==> config.mk <==
export PLATFORM = sky130hd
export DESIGN_NAME = twrt_cell
export DESIGN_NICKNAME = d
export VERILOG_FILES = /design/src/hdl/twrt_pkg.sv /design/src/hdl/twrt_cell.sv
export SDC_FILE = /design/constraint.sdc
export NUM_CORES = 1
export LEC_CHECK = 0
export BUFFER_PORTS_ARGS = -buffer_cell sky130_fd_sc_hd__buf_2
export CORE_MARGIN = 2
export CORE_UTILIZATION = 51
export DETAILED_ROUTE_END_ITERATION = 7
export PLACE_DENSITY = 0.84
export SYNTH_ARGS = -nofsm -noshare
export SYNTH_HDL_FRONTEND = slang
export SYNTH_SLANG_ARGS = --single-unit
==> constraint.sdc <==
create_clock -name clk -period 7.8 [get_ports clk]
set_input_delay 1.56 -clock clk [delete_from_list [all_inputs] [get_ports clk]]
set_output_delay 1.56 -clock clk [all_outputs]
set_load 0.005 [all_outputs]
==> src/hdl/twrt_pkg.sv <==
// ----------------------------------------------------------------------------
// twrt_pkg: timing wheel types and codes
// Action and status codes, and the control word passed along the cell chain.
// ----------------------------------------------------------------------------
package twrt_pkg;

  localparam logic [1:0] ACT_ADD     = 2'd0;
  localparam logic [1:0] ACT_REFRESH = 2'd1;
  localparam logic [1:0] ACT_CANCEL  = 2'd2;
  localparam logic [1:0] ACT_TICK    = 2'd3;

  localparam logic [2:0] ST_OK       = 3'd0;
  localparam logic [2:0] ST_NOT_FOUND = 3'd1;
  localparam logic [2:0] ST_FULL     = 3'd2;
  localparam logic [2:0] ST_FIRED    = 3'd3;
  localparam logic [2:0] ST_CANCELED = 3'd4;

  localparam int ID_W    = 32;
  localparam int DELAY_W = 16;

  // Command word travelling down the chain, one cell per cycle.
  typedef struct packed {
    logic              vld;
    logic [1:0]        act;
    logic [ID_W-1:0]   id;
    logic [DELAY_W-1:0] delay;
    logic              hit;      // an earlier cell matched the id
    logic              freed;    // an earlier cell took a new add
    logic              is_first; // set on the lookup pass, clear on the claim pass
  } twrt_cmd_t;

  // Release report leaving a cell.
  typedef struct packed {
    logic            rel;
    logic            canceled;
    logic [ID_W-1:0] id;
  } twrt_rel_t;

endpackage

==> src/hdl/twrt_cell.sv <==
// ----------------------------------------------------------------------------
// twrt_cell: one timer entry of the chain
// Holds key, canceled flag, delay slot offset and slot mask; acts on the
// command passing through and hands it, registered, to the next cell.
// ----------------------------------------------------------------------------
module twrt_cell
  import twrt_pkg::*;
#(
  parameter int WHEEL_SLOTS = 60,
  parameter int SLOT_W      = 6
) (
  input  logic               clk,
  input  logic               rst_n,
  input  logic [SLOT_W-1:0]  cur_slot,   // slot after advance for a tick
  input  twrt_cmd_t          cmd_in,
  input  logic [SLOT_W-1:0]  add_slot,   // slot for the incoming delay
  input  logic [SLOT_W-1:0]  add_dmod,   // incoming delay mod slots
  output twrt_cmd_t          cmd_out,
  output twrt_rel_t          rel
);

  logic                    valid_r, valid_nxt;
  logic [ID_W-1:0]         key_r, key_nxt;
  logic [SLOT_W-1:0]       dslot_r, dslot_nxt;  // delay mod slots
  logic                    canc_r, canc_nxt;
  logic [WHEEL_SLOTS-1:0]  mask_r, mask_nxt;
  twrt_cmd_t               cmd_r, cmd_nxt;
  twrt_rel_t               rel_nxt, rel_r;
  logic                    match;
  logic [SLOT_W:0]         rs_sum;
  logic [SLOT_W-1:0]       rs;
  logic [WHEEL_SLOTS-1:0]  cleared;

  assign match = valid_r && (key_r == cmd_in.id);

  // Refresh slot: cur + stored delay, one compare and subtract.
  always_comb begin
    rs_sum = {1'b0, cur_slot} + {1'b0, dslot_r};
    if (rs_sum >= (SLOT_W+1)'(WHEEL_SLOTS)) begin
      rs_sum = rs_sum - (SLOT_W+1)'(WHEEL_SLOTS);
    end
    rs = rs_sum[SLOT_W-1:0];
  end

  always_comb begin
    valid_nxt = valid_r;
    key_nxt   = key_r;
    dslot_nxt = dslot_r;
    canc_nxt  = canc_r;
    mask_nxt  = mask_r;
    cmd_nxt   = cmd_in;
    rel_nxt   = '0;
    cleared   = mask_r & ~(WHEEL_SLOTS'(1) << cur_slot);
    if (cmd_in.vld) begin
      unique case (cmd_in.act)
        ACT_ADD: begin
          // The first pass looks for the id; the second claims a free cell.
          if (cmd_in.is_first) begin
            if (!cmd_in.hit && match) begin
              cmd_nxt.hit = 1'b1;
              dslot_nxt   = add_dmod;
              canc_nxt    = 1'b0;
              mask_nxt    = mask_r | (WHEEL_SLOTS'(1) << add_slot);
            end
          end else if (!cmd_in.hit && !cmd_in.freed && !valid_r) begin
            cmd_nxt.freed = 1'b1;
            valid_nxt     = 1'b1;
            key_nxt       = cmd_in.id;
            dslot_nxt     = add_dmod;
            canc_nxt      = 1'b0;
            mask_nxt      = WHEEL_SLOTS'(1) << add_slot;
          end
        end
        ACT_REFRESH: begin
          if (cmd_in.is_first && !cmd_in.hit && match) begin
            cmd_nxt.hit = 1'b1;
            mask_nxt    = mask_r | (WHEEL_SLOTS'(1) << rs);
          end
        end
        ACT_CANCEL: begin
          if (cmd_in.is_first && !cmd_in.hit && match) begin
            cmd_nxt.hit = 1'b1;
            canc_nxt    = 1'b1;
          end
        end
        ACT_TICK: begin
          if (cmd_in.is_first && valid_r) begin
            mask_nxt = cleared;
            if (cleared == '0) begin
              valid_nxt        = 1'b0;
              rel_nxt.rel      = 1'b1;
              rel_nxt.canceled = canc_r;
              rel_nxt.id       = key_r;
            end
          end
        end
        default: ;
      endcase
    end
  end

  always_ff @(posedge clk) begin
    if (!rst_n) begin
      valid_r <= 1'b0;
      cmd_r   <= '0;
      rel_r   <= '0;
    end else begin
      valid_r <= valid_nxt;
      cmd_r   <= cmd_nxt;
      rel_r   <= rel_nxt;
    end
    key_r   <= key_nxt;
    dslot_r <= dslot_nxt;
    canc_r  <= canc_nxt;
    mask_r  <= mask_nxt;
  end

  assign cmd_out = cmd_r;
  assign rel     = rel_r;

endmodule

==> metrics.txt <==
Synth Instances=about 940; Final nets=1159; most frequently used flop master after synthesis=edfxtp_1; CP Cell Sequence=buf_2, ha_1, inv_1, fa_1, xor2_1, inv_1, ha_1, nand2_1, o21ai_0, a31oi_1, nor2_1, a22oi_1, buf_4, o221ai_1; Die Area=about 19000 um2; pre-CTS WS=2.482 ns; DR vias=8261; status=finished, final reports clean; Layout Cells excl Fill=between 1000 and 1500; # DRC=0; TritonCTS Buffers=17; Worst Path Arrival=around 5.0 ns; Crit-path slowest cell=a31oi_1; H-tree Lvls=4; Routed wire per std cell=20.71 um; Seq/Total Area, Yosys=51.69%; Post-Syn Nets=1027; post-route setup slack=about 3.0 ns; Async SR Flop Fraction=0%; Final Instance Area=between 10000 and 15000 um2; final hold vios=0; RSZ-0062 raised after global routing=no; Final Skew=about 0.014 ns; Worst setup SP type=input pin; Slew @ Worst Pin=about 1.1 ns; area grow syn2layout=17.02%; router iterations before antenna repair=6; proportion of layout cells with a drive suffix above 1=20.17%; Worst setup startpoint=cur_slot[0]; max cap viols=0; # diodes=0; DP Area=between 10000 and 15000 um2; HPWL Detailed=18650 um; crit path capture=mask_r[6]$_DFFE_PP_; Vert. Die Dim=between 100 and 150 um; GRT Util Overall=~28%; min Tclk post-route=4.841 ns; setup TNS=0 ns; Worst Hold Slack=between 0.4 and 0.5 ns; Leak=approximately 4.1 nW; critical path's largest stage delay=0.48 ns; achievable clock frequency=about 210 MHz; power per cell area=between 200 and 250 nW/um2; Max-slew headroom=between 20% and 30%; clock-pin slew on the worst setup and hold paths=roughly 0.08 ns; initial core utilization=between 50% and 60%; CP Class=in2reg; Sink Count=around 190; grt total ovfl=0; first-pass GRT wire length=42430 um; Syn Area/Cell=just under 10 um2; HP Class=reg2reg; post-CTS sizing=0; initial antenna violation count=0; Worst setup EP type=flip-flop; I/O pin count=approximately 160; Peak VDD IR=0.1901 mV; Post-synth EDFFs=about 100; Filler Cell Count=between 1000 and 1500; port bufs=approximately 160; Worst Path Max Fanout=29; YS warnings=0; Synth cell types=65; clock latency on the worst-skew pair=~0.44 ns; antenna-violating nets left=0; synthesized flop and latch total=between 150 and 200; fin crit share=between 60% and 70%; Core Util, Final=60.33%; R2R depth=8; CTS max path bufs=2; Post-Synthesis Cell Area=a little over 9000 um2; placed cells=~1300; worst reg2reg path endpoint=mask_r[23]$_DFFE_PP_; Hold Buf Count CTS=0; CTS tree=built; vias in the first global route=slightly below 8000; Rows=49; largest net degree at the start of global routing=a little over 70; width of the die=roughly 140 um; Avg Vias per Cell=around 6.3; CTS root buffer=clkbuf_16; r2r startpoint=key_r[26]$_DFFE_PP_; Final Setup Violations=0; final wirelength=between 20000 and 30000 um; Post-CTS Repair Setup Buffers=0; initial DRC count=1250; Final Slew Violations=0; total power=2.269 mW; gpl congestion=just under 1; core box area=between 15000 and 20000 um2; Worst R2R Setup Slack=between 3 and 4 ns; Req. time, crit path=~8 ns
-- report_power, final --
group | leakage (nW) | internal (mW) | total (mW) | switching, mW
clock | 0.298 | 0.440 | 0.886 | 0.446
combinational | 2.19 | 0.0986 | 0.287 | 0.189
sequential | 1.65 | 1.08 | 1.10 | 0.0160
total | 4.14 | 1.62 | 2.27 | 0.651
-- cell usage after synthesis, types with 4 or more instances --
cell type / count / area [um2]
nor4_1: 14 / 87.58
nand2b_1: 16 / 100.1
nand4bb_1: 5 / 56.30
o311ai_0: 4 / 35.03
o21a_1: 4 / 30.03
nor3_1: 16 / 80.08
dfxtp_1: 89 / 1782
o221ai_1: 46 / 402.9
and2_1: 85 / 531.8
o22ai_1: 5 / 31.28
nand3b_1: 6 / 45.04
xor2_1: 19 / 166.4
nor3b_1: 5 / 37.54
or4_1: 5 / 37.54
a21oi_1: 22 / 110.1
a22oi_1: 9 / 67.56
o21ai_0: 92 / 460.4
nand4_1: 17 / 106.4
nor2_1: 56 / 210.2
nor2b_1: 12 / 75.07
clkbuf_1: 49 / 183.9
ha_1: 11 / 137.6
buf_2: 6 / 30.03
inv_1: 10 / 37.54
xnor2_1: 17 / 148.9
o31ai_1: 13 / 97.59
edfxtp_1: 99 / 2973
nand3_1: 14 / 70.07
o32ai_1: 4 / 35.03
a32oi_1: 5 / 43.79
nand2_1: 131 / 491.7
-- area by class of cell --
type | instances | area, um2 | share of cell area, %
inverter | 11 | 41.29 | 0.3836
clock inverter | 15 | 190.2 | 1.767
tap | 229 | 286.5 | 2.662
sequential | 188 | 4755 | 44.17
clock buffer | 17 | 425.4 | 3.952
timing repair buffer | 172 | 885.9 | 8.230
multi-input combinational | 683 | 4180 | 38.84
-- placed cells by master, fill, tap and decap left out, types with 16 or more instances in the layout --
cell | netlist | final
a21oi_1 | 22 | 21
and2_1 | 85 | 85
buf_2 | 6 | 162
clkbuf_16 | 0 | 17
dfxtp_1 | 89 | 89
edfxtp_1 | 99 | 99
nand2_1 | 131 | 131
nand2b_1 | 16 | 16
nand4_1 | 17 | 17
nor2_1 | 56 | 55
nor3_1 | 16 | 16
o21ai_0 | 92 | 92
o221ai_1 | 46 | 46
xnor2_1 | 17 | 17
xor2_1 | 19 | 19
-- per-layer routing --
| metal | global-route usage (%) | wire length [um] | vias to the layer above |
|---|---|---|---|
| met5 | 0 | 0 | - |
| met4 | 12.57 | 1212 | 0 |
| met3 | 6.235 | 2958 | 124 |
| met2 | 46.66 | 13040 | 609 |
| met1 | 35.22 | 10030 | 3792 |
| li1 | - | - | 3736 |
-- flip-flops by register name, indices dropped and copies added, names as in the netlist --
| name | cells |
|---|---|
| canc_r | 1 |
| cmd_out | 54 |
| dslot_r | 6 |
| key_r | 32 |
| mask_r | 60 |
| rel | 34 |
| valid_r | 1 |
-- cells by family after synthesis --
family / synth area share, %
buf+inv: 3.183
compound gates: 16.73
fa+ha+maj: 1.714
flops: 51.69
simple gates: 22.78
xor+xnor: 3.428
mux: 0.4760
-- how the worst min path moves through the flow --
stage	from	to	slack, ns	cells after the start
2_1_floorplan	canc_r$_DFFE_PP_	rel[32]$_SDFF_PN0_	0.42	1
3_3_place_gp	key_r[24]$_DFFE_PP_	rel[24]$_SDFF_PN0_	0.47	1
3_5_place_dp	key_r[10]$_DFFE_PP_	rel[10]$_SDFF_PN0_	0.48	1
4_1_cts	key_r[10]$_DFFE_PP_	rel[10]$_SDFF_PN0_	0.50	1
5_1_grt	key_r[10]$_DFFE_PP_	rel[10]$_SDFF_PN0_	0.52	1
6_report	key_r[21]$_DFFE_PP_	rel[21]$_SDFF_PN0_	0.50	1
-- critical path: cells and delay by family --
kind                     cells  cell delay (ns)
AO/OA/AOI/OAI                4             0.92
XOR/XNOR                     1             0.38
adder cells (fa/ha/maj)      3             0.94
buffers and inverters        4             0.95
AND/OR/NAND/NOR              2             0.21
Note: power is estimated with default switching activity, not from simulation.
